**src/sv/one_wire_bus_master_defines.svh**
```systemverilog
// Assertion macros shared by the one-wire bus master RTL.
`ifndef ONE_WIRE_BUS_MASTER_DEFINES_SVH
`define ONE_WIRE_BUS_MASTER_DEFINES_SVH

`ifndef NO_ASSERTIONS
// Check a property on every edge outside reset.
`define OWM_ASSERT(lbl, clk, rst, prop, msg) \
  lbl: assert property (@(posedge clk) disable iff (rst) prop) else $error(msg);
// Check a property on every edge, reset included.
`define OWM_ASSERT_ALWAYS(lbl, clk, prop, msg) \
  lbl: assert property (@(posedge clk) prop) else $error(msg);
`else
`define OWM_ASSERT(lbl, clk, rst, prop, msg)
`define OWM_ASSERT_ALWAYS(lbl, clk, prop, msg)
`endif

`endif

```
**src/sv/owm_pkg.sv**
```systemverilog
// Shared types, codes and helpers of the one-wire bus master.
package owm_pkg;

  // Command codes
  localparam logic [1:0] CMD_TICK  = 2'd0;
  localparam logic [1:0] CMD_RESET = 2'd1;
  localparam logic [1:0] CMD_WRITE = 2'd2;
  localparam logic [1:0] CMD_READ  = 2'd3;

  // Status codes
  localparam logic [1:0] ST_OK         = 2'd0;
  localparam logic [1:0] ST_STUCK_LOW  = 2'd1;
  localparam logic [1:0] ST_NO_PRES    = 2'd2;
  localparam logic [1:0] ST_TAIL_LOW   = 2'd3;

  // Configuration register indexes
  localparam int unsigned CFG_IDX_W = 4;
  localparam logic [CFG_IDX_W-1:0] REG_RESET_LOW    = 4'd0;
  localparam logic [CFG_IDX_W-1:0] REG_PRES_SAMPLE  = 4'd1;
  localparam logic [CFG_IDX_W-1:0] REG_RESET_TAIL   = 4'd2;
  localparam logic [CFG_IDX_W-1:0] REG_SHORT_LOW    = 4'd3;
  localparam logic [CFG_IDX_W-1:0] REG_ZERO_LOW     = 4'd4;
  localparam logic [CFG_IDX_W-1:0] REG_WRITE_SLOT   = 4'd5;
  localparam logic [CFG_IDX_W-1:0] REG_READ_SAMPLE  = 4'd6;
  localparam logic [CFG_IDX_W-1:0] REG_READ_RELEASE = 4'd7;

  localparam int unsigned CFG_DATA_W = 10;

  typedef struct packed {
    logic [9:0] reset_low_us;
    logic [7:0] presence_sample_us;
    logic [9:0] reset_tail_us;
    logic [7:0] short_low_us;
    logic [7:0] write_zero_low_us;
    logic [7:0] write_slot_us;
    logic [7:0] read_sample_us;
    logic [7:0] read_release_us;
  } cfg_t;

  typedef struct packed {
    logic       drive_low;
    logic       busy;
    logic       done;
    logic [1:0] status;
    logic [7:0] read_byte;
  } result_t;

  // A zero delay behaves as one tick.
  function automatic logic [7:0] min1_8(input logic [7:0] v);
    return (v == 8'd0) ? 8'd1 : v;
  endfunction

  function automatic logic [9:0] min1_10(input logic [9:0] v);
    return (v == 10'd0) ? 10'd1 : v;
  endfunction

endpackage

```
**src/sv/one_wire_bus_master.sv**
```systemverilog
// Top level of the one-wire bus master timing engine.
//
// One-wire bus master timing engine. Each input transaction is one microsecond
// tick carrying the sampled bus level; each produces exactly one result
// transaction with the drive level, busy, done, status and received byte.
// The state update and result form in a single pass from the operation
// registers into the result register, so a new tick is taken every cycle
// while the result side keeps up. Commands (reset with presence check,
// write or read of 1 to 8 bits, LSB first) are taken only while idle. The user
// must write timing registers through the cfg port (always ready) only while
// no operation runs (not enforced); indexes past the eight are ignored.
module one_wire_bus_master (
  input  logic                           clk,
  input  logic                           rst,
  input  logic                           cfg_valid,
  output logic                           cfg_ready,
  input  logic [owm_pkg::CFG_IDX_W-1:0]  cfg_index,
  input  logic [owm_pkg::CFG_DATA_W-1:0] cfg_data,
  input  logic                           in_valid,
  output logic                           in_stall,
  input  logic [1:0]                     cmd,
  input  logic [7:0]                     data_byte,
  input  logic [3:0]                     bit_count,
  input  logic                           line_high,
  output logic                           out_valid,
  input  logic                           out_stall,
  output logic                           drive_low,
  output logic                           busy_res,
  output logic                           done_res,
  output logic [1:0]                     status,
  output logic [7:0]                     read_byte
);
  import owm_pkg::*;

  cfg_t    cfg;
  result_t res;
  result_t held;
  logic    step;

  owm_regs u_regs (
    .clk       (clk),
    .rst       (rst),
    .cfg_valid (cfg_valid),
    .cfg_ready (cfg_ready),
    .cfg_index (cfg_index),
    .cfg_data  (cfg_data),
    .cfg       (cfg)
  );

  owm_engine u_engine (
    .clk       (clk),
    .rst       (rst),
    .step      (step),
    .cfg       (cfg),
    .cmd       (cmd),
    .data_byte (data_byte),
    .bit_count (bit_count),
    .line_high (line_high),
    .res       (res)
  );

  owm_out u_out (
    .clk       (clk),
    .rst       (rst),
    .in_valid  (in_valid),
    .in_stall  (in_stall),
    .step      (step),
    .res       (res),
    .out_valid (out_valid),
    .out_stall (out_stall),
    .held      (held)
  );

  // Drive the result fields
  assign drive_low = held.drive_low;
  assign busy_res  = held.busy;
  assign done_res  = held.done;
  assign status    = held.status;
  assign read_byte = held.read_byte;

endmodule

```
**src/sv/owm_regs.sv**
```systemverilog
// Configuration register file of the one-wire bus master.
module owm_regs (
  input  logic                           clk,
  input  logic                           rst,
  input  logic                           cfg_valid,
  output logic                           cfg_ready,
  input  logic [owm_pkg::CFG_IDX_W-1:0]  cfg_index,
  input  logic [owm_pkg::CFG_DATA_W-1:0] cfg_data,
  output owm_pkg::cfg_t                  cfg
);
  import owm_pkg::*;

  logic wr;

  // Always take a write; indexes past the list are dropped
  assign cfg_ready = 1'b1;
  assign wr        = cfg_valid & cfg_ready;

  always_ff @(posedge clk) begin
    if (rst) begin
      cfg.reset_low_us       <= 10'd480;
      cfg.presence_sample_us <= 8'd60;
      cfg.reset_tail_us      <= 10'd420;
      cfg.short_low_us       <= 8'd6;
      cfg.write_zero_low_us  <= 8'd60;
      cfg.write_slot_us      <= 8'd70;
      cfg.read_sample_us     <= 8'd4;
      cfg.read_release_us    <= 8'd59;
    end else if (wr) begin
      case (cfg_index)
        REG_RESET_LOW:    cfg.reset_low_us       <= cfg_data;
        REG_PRES_SAMPLE:  cfg.presence_sample_us <= cfg_data[7:0];
        REG_RESET_TAIL:   cfg.reset_tail_us      <= cfg_data;
        REG_SHORT_LOW:    cfg.short_low_us       <= cfg_data[7:0];
        REG_ZERO_LOW:     cfg.write_zero_low_us  <= cfg_data[7:0];
        REG_WRITE_SLOT:   cfg.write_slot_us      <= cfg_data[7:0];
        REG_READ_SAMPLE:  cfg.read_sample_us     <= cfg_data[7:0];
        REG_READ_RELEASE: cfg.read_release_us    <= cfg_data[7:0];
        default: ;
      endcase
    end
  end

endmodule

```
**src/sv/owm_engine.sv**
```systemverilog
// Per-tick timing engine: operation state and the next-state logic.
`include "one_wire_bus_master_defines.svh"

module owm_engine (
  input  logic             clk,
  input  logic             rst,
  input  logic             step,
  input  owm_pkg::cfg_t    cfg,
  input  logic [1:0]       cmd,
  input  logic [7:0]       data_byte,
  input  logic [3:0]       bit_count,
  input  logic             line_high,
  output owm_pkg::result_t res
);
  import owm_pkg::*;

  localparam logic [2:0] PH_IDLE     = 3'd0;
  localparam logic [2:0] PH_RST_LOW  = 3'd1;
  localparam logic [2:0] PH_RST_CHK  = 3'd2;
  localparam logic [2:0] PH_RST_PRES = 3'd3;
  localparam logic [2:0] PH_RST_TAIL = 3'd4;
  localparam logic [2:0] PH_SLOT     = 3'd5;

  logic [2:0] phase, phase_next;
  logic [1:0] op_kind, op_kind_next;
  logic [9:0] us_count, us_count_next;
  logic [7:0] shift_out, shift_out_next;
  logic [3:0] bits_left, bits_left_next;
  logic [2:0] bit_index, bit_index_next;
  logic [7:0] read_accum, read_accum_next;

  logic [9:0] tick;
  logic [7:0] low;
  logic [9:0] len;
  logic [9:0] sp;
  logic [3:0] nbits;

  // Advance one microsecond
  always_comb begin
    phase_next      = phase;
    op_kind_next    = op_kind;
    us_count_next   = us_count;
    shift_out_next  = shift_out;
    bits_left_next  = bits_left;
    bit_index_next  = bit_index;
    read_accum_next = read_accum;
    res             = '0;
    low             = 8'd0;
    len             = 10'd0;
    sp              = 10'd0;
    nbits           = (bit_count > 4'd8) ? 4'd8 : bit_count;

    // Start a command when idle
    if (phase == PH_IDLE && cmd != CMD_TICK) begin
      op_kind_next    = cmd;
      us_count_next   = 10'd0;
      read_accum_next = 8'd0;
      bit_index_next  = 3'd0;
      if (cmd == CMD_RESET) begin
        phase_next = PH_RST_LOW;
      end else if (nbits == 4'd0) begin
        res.done = 1'b1;
      end else begin
        shift_out_next = data_byte;
        bits_left_next = nbits;
        phase_next     = PH_SLOT;
      end
    end

    // Saturating tick count
    tick = (us_count_next == 10'h3FF) ? 10'h3FF : us_count_next + 10'd1;

    case (phase_next)
      PH_RST_LOW: begin
        us_count_next = tick;
        if (tick <= min1_10(cfg.reset_low_us)) begin
          res.drive_low = 1'b1;
        end else begin
          phase_next    = PH_RST_CHK;
          us_count_next = 10'd0;
        end
      end
      PH_RST_CHK: begin
        if (!line_high) begin
          phase_next = PH_IDLE;
          res.done   = 1'b1;
          res.status = ST_STUCK_LOW;
        end else begin
          phase_next    = PH_RST_PRES;
          us_count_next = 10'd0;
        end
      end
      PH_RST_PRES: begin
        us_count_next = tick;
        if (tick >= {2'b00, cfg.presence_sample_us}) begin
          if (line_high) begin
            phase_next = PH_IDLE;
            res.done   = 1'b1;
            res.status = ST_NO_PRES;
          end else begin
            phase_next    = PH_RST_TAIL;
            us_count_next = 10'd0;
          end
        end
      end
      PH_RST_TAIL: begin
        us_count_next = tick;
        if (tick >= cfg.reset_tail_us) begin
          phase_next = PH_IDLE;
          res.done   = 1'b1;
          res.status = line_high ? ST_OK : ST_TAIL_LOW;
        end
      end
      PH_SLOT: begin
        us_count_next = tick;
        if (op_kind_next == CMD_WRITE) begin
          low = min1_8(shift_out_next[0] ? cfg.short_low_us : cfg.write_zero_low_us);
          len = (cfg.write_slot_us > low) ? {2'b00, cfg.write_slot_us}
                                          : {2'b00, low} + 10'd1;
        end else begin
          low = min1_8(cfg.short_low_us);
          len = {2'b00, low} + {2'b00, min1_8(cfg.read_release_us)};
          sp  = {2'b00, low} + 10'd1 + {2'b00, cfg.read_sample_us};
          if (sp > len) begin
            sp = len;
          end
          // Sample the read bit
          if (tick == sp && line_high) begin
            read_accum_next[bit_index_next] = 1'b1;
          end
        end
        res.drive_low = (tick <= {2'b00, low});
        // Close the slot
        if (tick >= len) begin
          shift_out_next = shift_out_next >> 1;
          bits_left_next = bits_left_next - 4'd1;
          bit_index_next = bit_index_next + 3'd1;
          us_count_next  = 10'd0;
          if (bits_left_next == 4'd0) begin
            phase_next    = PH_IDLE;
            res.done      = 1'b1;
            res.read_byte = (op_kind_next == CMD_READ) ? read_accum_next : 8'd0;
          end
        end
      end
      default: ;
    endcase

    res.busy = (phase_next != PH_IDLE);
  end

  // Commit the state on each accepted tick
  always_ff @(posedge clk) begin
    if (rst) begin
      phase      <= PH_IDLE;
      op_kind    <= 2'd0;
      us_count   <= 10'd0;
      shift_out  <= 8'd0;
      bits_left  <= 4'd0;
      bit_index  <= 3'd0;
      read_accum <= 8'd0;
    end else if (step) begin
      phase      <= phase_next;
      op_kind    <= op_kind_next;
      us_count   <= us_count_next;
      shift_out  <= shift_out_next;
      bits_left  <= bits_left_next;
      bit_index  <= bit_index_next;
      read_accum <= read_accum_next;
    end
  end

  `OWM_ASSERT(a_status_needs_done, clk, rst, (res.status != ST_OK) |-> res.done, "status without done")
  `OWM_ASSERT(a_done_goes_idle, clk, rst, (step && res.done) |=> (phase == PH_IDLE), "done but still busy")
  `OWM_ASSERT(a_slot_bits, clk, rst, (phase == PH_SLOT) |-> (bits_left != 4'd0 && bits_left <= 4'd8), "slot bit count out of range")

endmodule

```
**src/sv/owm_out.sv**
```systemverilog
// Result register of the one-wire bus master, with the input stall.
`include "one_wire_bus_master_defines.svh"

module owm_out (
  input  logic             clk,
  input  logic             rst,
  input  logic             in_valid,
  output logic             in_stall,
  output logic             step,
  input  owm_pkg::result_t res,
  output logic             out_valid,
  input  logic             out_stall,
  output owm_pkg::result_t held
);
  import owm_pkg::*;

  logic out_valid_next;

  // Hold the input only while a finished result waits
  assign in_stall = out_valid & out_stall;
  assign step     = in_valid & ~in_stall;

  always_comb begin
    if (step) begin
      out_valid_next = 1'b1;
    end else if (!out_stall) begin
      out_valid_next = 1'b0;
    end else begin
      out_valid_next = out_valid;
    end
  end

  always_ff @(posedge clk) begin
    if (rst) begin
      out_valid <= 1'b0;
    end else begin
      out_valid <= out_valid_next;
    end
  end

  // Load a new result on each accepted transaction
  always_ff @(posedge clk) begin
    if (step) begin
      held <= res;
    end
  end

  `OWM_ASSERT(a_stall_only_when_full, clk, rst, in_stall |-> out_valid, "input stalled with empty output")
  `OWM_ASSERT(a_step_fills, clk, rst, step |=> out_valid, "accepted transaction lost")
  `OWM_ASSERT(a_drain, clk, rst, (out_valid && !out_stall && !step) |=> !out_valid, "result repeated")

endmodule
```
**config.mk**
```make
export PLATFORM = sky130hd
export DESIGN_NAME = one_wire_bus_master
export DESIGN_NICKNAME = d
export VERILOG_FILES = /design/src/sv/owm_pkg.sv /design/src/sv/one_wire_bus_master.sv /design/src/sv/owm_regs.sv /design/src/sv/owm_engine.sv /design/src/sv/owm_out.sv
export VERILOG_INCLUDE_DIRS = /design/src /design/src/sv
export SDC_FILE = /design/constraint.sdc
export NUM_CORES = 1
export LEC_CHECK = 0
export BUFFER_PORTS_ARGS = -buffer_cell sky130_fd_sc_hd__buf_2
export CAP_MARGIN = 30
export CORE_UTILIZATION = 30
export CTS_CLUSTER_SIZE = 30
export DETAILED_ROUTE_END_ITERATION = 8
export PLACE_DENSITY = 0.53
export SLEW_MARGIN = 20
export SYNTH_ARGS = -nofsm -noshare
export SYNTH_HDL_FRONTEND = slang
export SYNTH_HIERARCHICAL = 1
export SYNTH_SLANG_ARGS = --single-unit
```
**constraint.sdc**
```tcl
create_clock -name clk -period 7.2 [get_ports clk]
set_input_delay 1.44 -clock clk [delete_from_list [all_inputs] [get_ports clk]]
set_output_delay 1.44 -clock clk [all_outputs]
set_load 0.005 [all_outputs]
```
==> results of run 1 <==
[per-layer routing]
layer  part of all wire  wire, µm  up-vias  global-route usage
met2               0.44     10900      180               0.272
met1               0.51     12700     3571               0.240
met5                  0         0        -                   0
met4             0.0096       238        0              0.0435
li1                   -         -     3795                   -
met3              0.036       882       18              0.0282
[registers in the layout, summed over array words and instances (netlist names)]
signal,cells
u_engine/bit_index,3
u_engine/us_count,10
u_engine/op_kind,2
u_engine/bits_left,4
u_regs/cfg,68
u_engine/read_accum,8
u_out/out_valid,1
u_engine/shift_out,8
u_engine/phase,3
u_out/held,13
[logic make-up (layout without fill, tap and decap cells)]
logic type                 count (synthesis)  count (layout)  synth area share
and+or+nand+nor                          388             388             0.237
muxes                                     95              96             0.112
xor gates and xnor gates                  26              26            0.0262
AOI/OAI and AO/OA                        216             216             0.162
other                                      1               1          0.000431
buffers and inverters                    100             158            0.0483
adders and majority gates                 84              84             0.123
DFF                                      120             120             0.291
[where the power goes]
| part | internal [mW] | total, mW | leakage (nW) | switching, mW |
|---|---|---|---|---|
| sequential | 0.693 | 0.706 | 0.996 | 0.0126 |
| combinational | 0.134 | 0.345 | 3.15 | 0.211 |
| clock | 0.539 | 0.890 | 0.304 | 0.351 |
[final timing paths]
path	start	endpoint	slack [ps]	cells past startpoint
max	bit_count[0]	u_out/held[3]$_DFFE_PP_	530	27
min	u_engine/read_accum[1]$_SDFFE_PP0P_	u_engine/read_accum[1]$_SDFFE_PP0P_	460	2
max reg2reg	u_regs/cfg[39]$_SDFFE_PP0P_	u_out/held[2]$_DFFE_PP_	1170	17
min reg2reg	u_engine/read_accum[1]$_SDFFE_PP0P_	u_engine/read_accum[1]$_SDFFE_PP0P_	460	2
[layout by cell type, fill, tap and decap left out, types with 15 or more instances in the layout]
| master | Yosys | layout |
|---|---|---|
| o21a_1 | 15 | 15 |
| inv_1 | 46 | 46 |
| buf_2 | 7 | 49 |
| dfxtp_1 | 107 | 107 |
| o21ai_0 | 45 | 45 |
| ha_1 | 82 | 82 |
| clkbuf_16 | 0 | 18 |
| nor3_1 | 24 | 24 |
| nand3_1 | 16 | 16 |
| nand2b_1 | 61 | 61 |
| xnor2_1 | 15 | 15 |
| buf_4 | 1 | 31 |
| nor2b_1 | 19 | 19 |
| a22o_1 | 17 | 17 |
| nand2_1 | 77 | 76 |
| nor2_1 | 101 | 101 |
| a21oi_1 | 61 | 60 |
| mux2i_1 | 86 | 86 |
[metrics by stage]
step | util | cells | setup slack, ps
after floorplan | - | 1030 | 177
after global placement | 0.334 | 1432 | 89.6
after detailed placement | 0.334 | 1434 | -10.6
after CTS | 0.356 | 1466 | 414
after global routing | 0.357 | 1467 | 15.7
final | 0.357 | 1467 | 528
[final cells by class]
type                            count  area (µm²)
Tap cell                          378         473
Clock buffer                       18         450
Sequential cell                   120        2530
Timing Repair Buffer               80         478
Inverter                           46         173
Clock inverter                     14         159
Fill cell                        2930       18100
Multi-Input combinational cell    811        5780
[critical path: cells and delay by family]
kind / cells / cell delay [ps]
buf+inv: 1 / 110
mux: 3 / 960
fa+ha+maj: 2 / 380
compound gates: 10 / 2010
simple gates: 11 / 2090
==> summary.md, run 1 <==
| Metric | Value |
|---|---|
| Worst endpoint required time | 7490 ps |
| First-pass GRT wire length | 38900 µm |
| Gpl congestion | 0.857 |
| Power Dens Cells | 193 mW/mm² |
| Outcome | finished clean |
| Hold WC Path Type | reg -> reg |
| Die Footprint | 0.0297 mm² |
| CTS Buf Count | 17 |
| GRT Total Usage | 0.172 |
| Layout cells sized above 1 | 0.139 |
| Worst Setup Start Kind | input port |
| First-pass iteration count of the detailed router | 5 |
| # rows | 61 |
| Max Slew Vio Count | 0 |
| P&R area growth vs syn | 15.4% |
| Total gr overflow | 0 |
| Largest net degree at the start of global routing | 67 |
| Avg Inst Size Synth | 8.45 µm² |
| Mapped Area | 0.00870 mm² |
| # DRC | 0 |
| Part of the Yosys area used for sequential elements | 0.291 |
| Fin Clk Skew | 17.7 ps |
| Endpoints failing setup | 0 |
| Most common cell in the netlist | dfxtp_1 |
| Flops & latches, synth | 120 |
| Total Nets Final | 1194 |
| Final hold slack | 461 ps |
| Area after DPL | 0.00942 mm² |
| CP max FO | 10 |
| Period minus WS final | 6670 ps |
| Core area | 0.0282 mm² |
| VDD IR max | 106 µV |
| CP max stage cell | or4_4 |
| Ys async rst share | 0 |
| Peak Freq | 150 MHz |
| Antenna-violating nets left | 0 |
| IO Port Bufs | 48 |
| LEAKAGE | 4.45 nW |
| Post_cts resized | 0 |
| Clock Sinks | 120 |
| Max_cap viols | 0 |
| Synthesis warning total | 6 |
| Starting Density | 0.309 |
| Slew @ Worst Pin | 968 ps |
| HPWL after DPL | 18500 µm |
| Final Cell Area | 0.0100 mm² |
| Skew-Pair Late Insertion Delay | 430 ps |
| Clk buf depth | 2 |
| CTS tree | built |
| Vias in the first global route | 7073 |
| Root Buffer | clkbuf_16 |
| Worst-path clk slew | 60 ps |
| Yosys cell types | 85 |
| Post-CTS Setup Bufs | 0 |
| TNS Setup | 0 ps |
| Rel. slew slack | 0.355 |
| Most frequent CP cell | nand2_1 |
| Final Hold Viols | 0 |
| # IOs | 50 |
| Top_reg_cell synth | dfxtp_1 |
| Syn Inst Count | 1030 |
| Synth cell count leaders | dfxtp_1, nor2_1, mux2i_1 |
| Syn nets | 1148 |
| RSZ-0062 raised after global routing | false |
| CP endpoint kind | register |
| Final wirelength | 24700 µm |
| Vias per cell | 5.16 |
| Dominant cell type by area after synthesis | dfxtp_1 |
| Routed len/inst | 16.8 µm |
| Synth top area cells | dfxtp_1, ha_1, mux2i_1 |
| H-tree levels | 4 |
| Initial antenna violation count | 0 |
| Total number of vias | 7564 |
| Largest stage delay on the critical path | 570 ps |
| Number of synthesized flops with an enable pin | 13 |
| Final worst-path cycle share | 0.927 |
| DIE WIDTH | 172 µm |
| N_diodes | 0 |
| Total power | 1.94 mW |
| Top-area cell type share of the netlist area | 0.246 |
| Crit path arrival time | 6970 ps |
| Critical path type | in -> reg |
| Drt initial violations | 508 |
| Die Y-Extent | 172 µm |
| Hold-fix buffers at CTS | 0 |
No activity file was read; power rests on OpenSTA's default activity.
==> run 2, diff against run 1 <==
--- a/config.mk
+++ b/config.mk
@@ -12,6 +12,7 @@
 export CTS_CLUSTER_SIZE = 30
 export DETAILED_ROUTE_END_ITERATION = 8
 export PLACE_DENSITY = 0.53
+export RECOVER_POWER = 50
 export SLEW_MARGIN = 20
 export SYNTH_ARGS = -nofsm -noshare
 export SYNTH_HDL_FRONTEND = slang
==> summary.md, run 2 (same netlist as run 1, synthesis figures left out) <==
| Metric | Value |
|---|---|
| Outcome | complete, but fails checks (was finished clean) |
| Failing checks | max-capacitance violations, max-slew violations |
| Layout cells sized above 1 | 0.114 (was 0.139) |
| Switch Pwr | 0.574 mW (was 0.575 mW) |
| Filler cell count | 2943 (was 2930) |
| Vias in the first global route | 7073 (unchanged) |
| DP Worst Slack | -10.6 ps (unchanged) |
| Worst Setup Start Kind | input port (unchanged) |
| Clk buf depth | 2 (unchanged) |
| Core area | 0.0282 mm² (unchanged) |
| P&R area growth vs syn | 14.7% (was 15.4%) |
| Final core occ | 0.354 (was 0.357) |
| CTS Buf Count | 17 (unchanged) |
| Final Hold Viols | 0 (unchanged) |
| Slew @ Worst Pin | 2830 ps (was 968 ps) |
| # DRC | 0 (unchanged) |
| Area of the multi-input gates | 0.00574 mm² (was 0.00578 mm²) |
| Period minus WS final | 6670 ps (about the same) |
| Total Nets Final | 1194 (unchanged) |
| Final setup margin | 531 ps (was 528 ps) |
| Met1 Use GR | 0.240 (unchanged) |
| CP endpoint kind | register (unchanged) |
| HPWL after DPL | 18500 µm (unchanged) |
| Largest registers | u_regs/cfg (68), u_out/held (13), u_engine/us_count (10) (unchanged) |
| IO Port Bufs | 48 (unchanged) |
| Skew-Pair Late Insertion Delay | 420 ps (was 430 ps) |
| Rel. slew slack | -0.886 (was 0.355) |
| N_diodes | 0 (unchanged) |
| CTS tree | built (unchanged) |
| First-pass GRT wire length | 38900 µm (unchanged) |
| GRT Total Usage | 0.172 (unchanged) |
| Hold-fix buffers at CTS | 0 (unchanged) |
| Die Footprint | 0.0297 mm² (unchanged) |
| H-tree levels | 4 (unchanged) |
| VDD IR max | 107 µV (was 106 µV) |
| Peak Freq | 150 MHz (about the same) |
| Gate power share | 0.176 (was 0.178) |
| Most frequent CP cell | nand2_1 (unchanged) |
| Max Slew Vio Count | 151 (was 0) |
| M2 GR Usage | 0.272 (unchanged) |
| Drt initial violations | 568 (was 508) |
| Max_cap viols | 3 (was 0) |
| Busiest grt layer | met2 (unchanged) |
| Switch share | 0.296 (about the same) |
| Initial antenna violation count | 0 (unchanged) |
| Die Y-Extent | 172 µm (unchanged) |
| Critical path type | in -> reg (unchanged) |
| Final hold slack | 462 ps (was 461 ps) |
| Final wirelength | 24700 µm (about the same) |
| Post-CTS Setup Bufs | 0 (unchanged) |
| Total number of vias | 7513 (was 7564) |
| CP max stage cell | or4_4 (unchanged) |
| GR Util met3 | 0.0282 (unchanged) |
| CP max FO | 10 (unchanged) |
| Total gr overflow | 0 (unchanged) |
| Power Dens Cells | 194 mW/mm² (was 193 mW/mm²) |
| Crit path arrival time | 6970 ps (about the same) |
| # IOs | 50 (unchanged) |
| Flip-flop and latch area | 0.00253 mm² (unchanged) |
| Hold WC Path Type | reg -> reg (unchanged) |
| Largest stage delay on the critical path | 570 ps (about the same) |
| Worst-path clk slew | 60 ps (about the same) |
| # rows | 61 (unchanged) |
| Flop pwr share | 0.364 (about the same) |
| Routed len/inst | 16.8 µm (about the same) |
| Fin Clk Skew | 9.71 ps (was 17.7 ps) |
| Largest Register | u_regs/cfg (unchanged) |
| Clock Sinks | 120 (unchanged) |
| Endpoints failing setup | 0 (unchanged) |
| Max FFs per register | 68 (unchanged) |
| RSZ-0062 raised after global routing | false (unchanged) |
| Placed Instances | 1434 (unchanged) |
| Non-Filler Instances | 1467 (unchanged) |
| DIE WIDTH | 172 µm (unchanged) |
| Clock Power Share | 0.459 (about the same) |
| Antenna-violating nets left | 0 (unchanged) |
| Root Buffer | clkbuf_16 (unchanged) |
| Leading cell type in the layout, fill and taps excluded | dfxtp_1 (unchanged) |
| Worst endpoint required time | 7500 ps (was 7490 ps) |
| Largest net degree at the start of global routing | 67 (unchanged) |
| First-pass iteration count of the detailed router | 5 (unchanged) |
| Cell Int Power | 1.36 mW (was 1.37 mW) |
| LEAKAGE | 4.38 nW (was 4.45 nW) |
| Gpl congestion | 0.857 (unchanged) |
| Most frequent cells in the layout | dfxtp_1, nor2_1, mux2i_1 (unchanged) |
| Vias per cell | 5.12 (was 5.16) |
| Final worst-path cycle share | 0.926 (was 0.927) |
| Starting Density | 0.309 (unchanged) |
| Post_cts resized | 0 (unchanged) |
## run 2: power by group through the flow
stage	Combinational, mW	Sequential (mW)	Clock, mW
2_1_floorplan	0.240	0.717	0
3_3_place_gp	0.337	0.720	0
3_5_place_dp	0.338	0.720	0
4_1_cts	0.341	0.706	0.910
5_1_grt	0.379	0.709	0.938
6_report	0.342	0.706	0.890
## run 2: through the flow
stage / instance area [µm²] / power [mW] / setup TNS [ps]
final: 9980 / 1.94 / 0
after CTS: 10000 / 1.96 / 0
after global placement: 9410 / 1.06 / 0
after floorplan: 8700 / 0.957 / 0
after detailed placement: 9420 / 1.06 / -10.6
after global routing: 9980 / 2.03 / 0
## run 2: layer usage
layer	part of all wire	wire (µm)
met5	0	0
met4	0.012	291
met3	0.036	893
met2	0.44	10800
met1	0.51	12700
## run 2: layout make-up
type / count / share of cell area
tap: 378 / 0.0474
inverter: 46 / 0.0173
sequential: 120 / 0.254
clock inverter: 14 / 0.0159
multi-input combinational: 811 / 0.576
timing repair buffer: 80 / 0.0448
clock buffer: 18 / 0.0451
## run 2: worst max-delay path: cells and delay by family
kind | cells | cell delay, ps
AO/OA/AOI/OAI | 10 | 2010
adder cells (fa/ha/maj) | 2 | 380
buffers and inverters | 1 | 110
multiplexers | 3 | 950
AND/OR/NAND/NOR | 11 | 2090
## run 2: path summary, 6_finish.rpt
path	from	end	slack, ps	depth (start not counted)
worst max-delay path	bit_count[0]	u_out/held[3]$_DFFE_PP_	530	27
worst min-delay path	u_engine/read_accum[1]$_SDFFE_PP0P_	u_engine/read_accum[1]$_SDFFE_PP0P_	460	2
worst max register to register	u_regs/cfg[38]$_SDFFE_PP0P_	u_out/held[2]$_DFFE_PP_	1150	17
worst min register to register	u_engine/read_accum[1]$_SDFFE_PP0P_	u_engine/read_accum[1]$_SDFFE_PP0P_	460	2
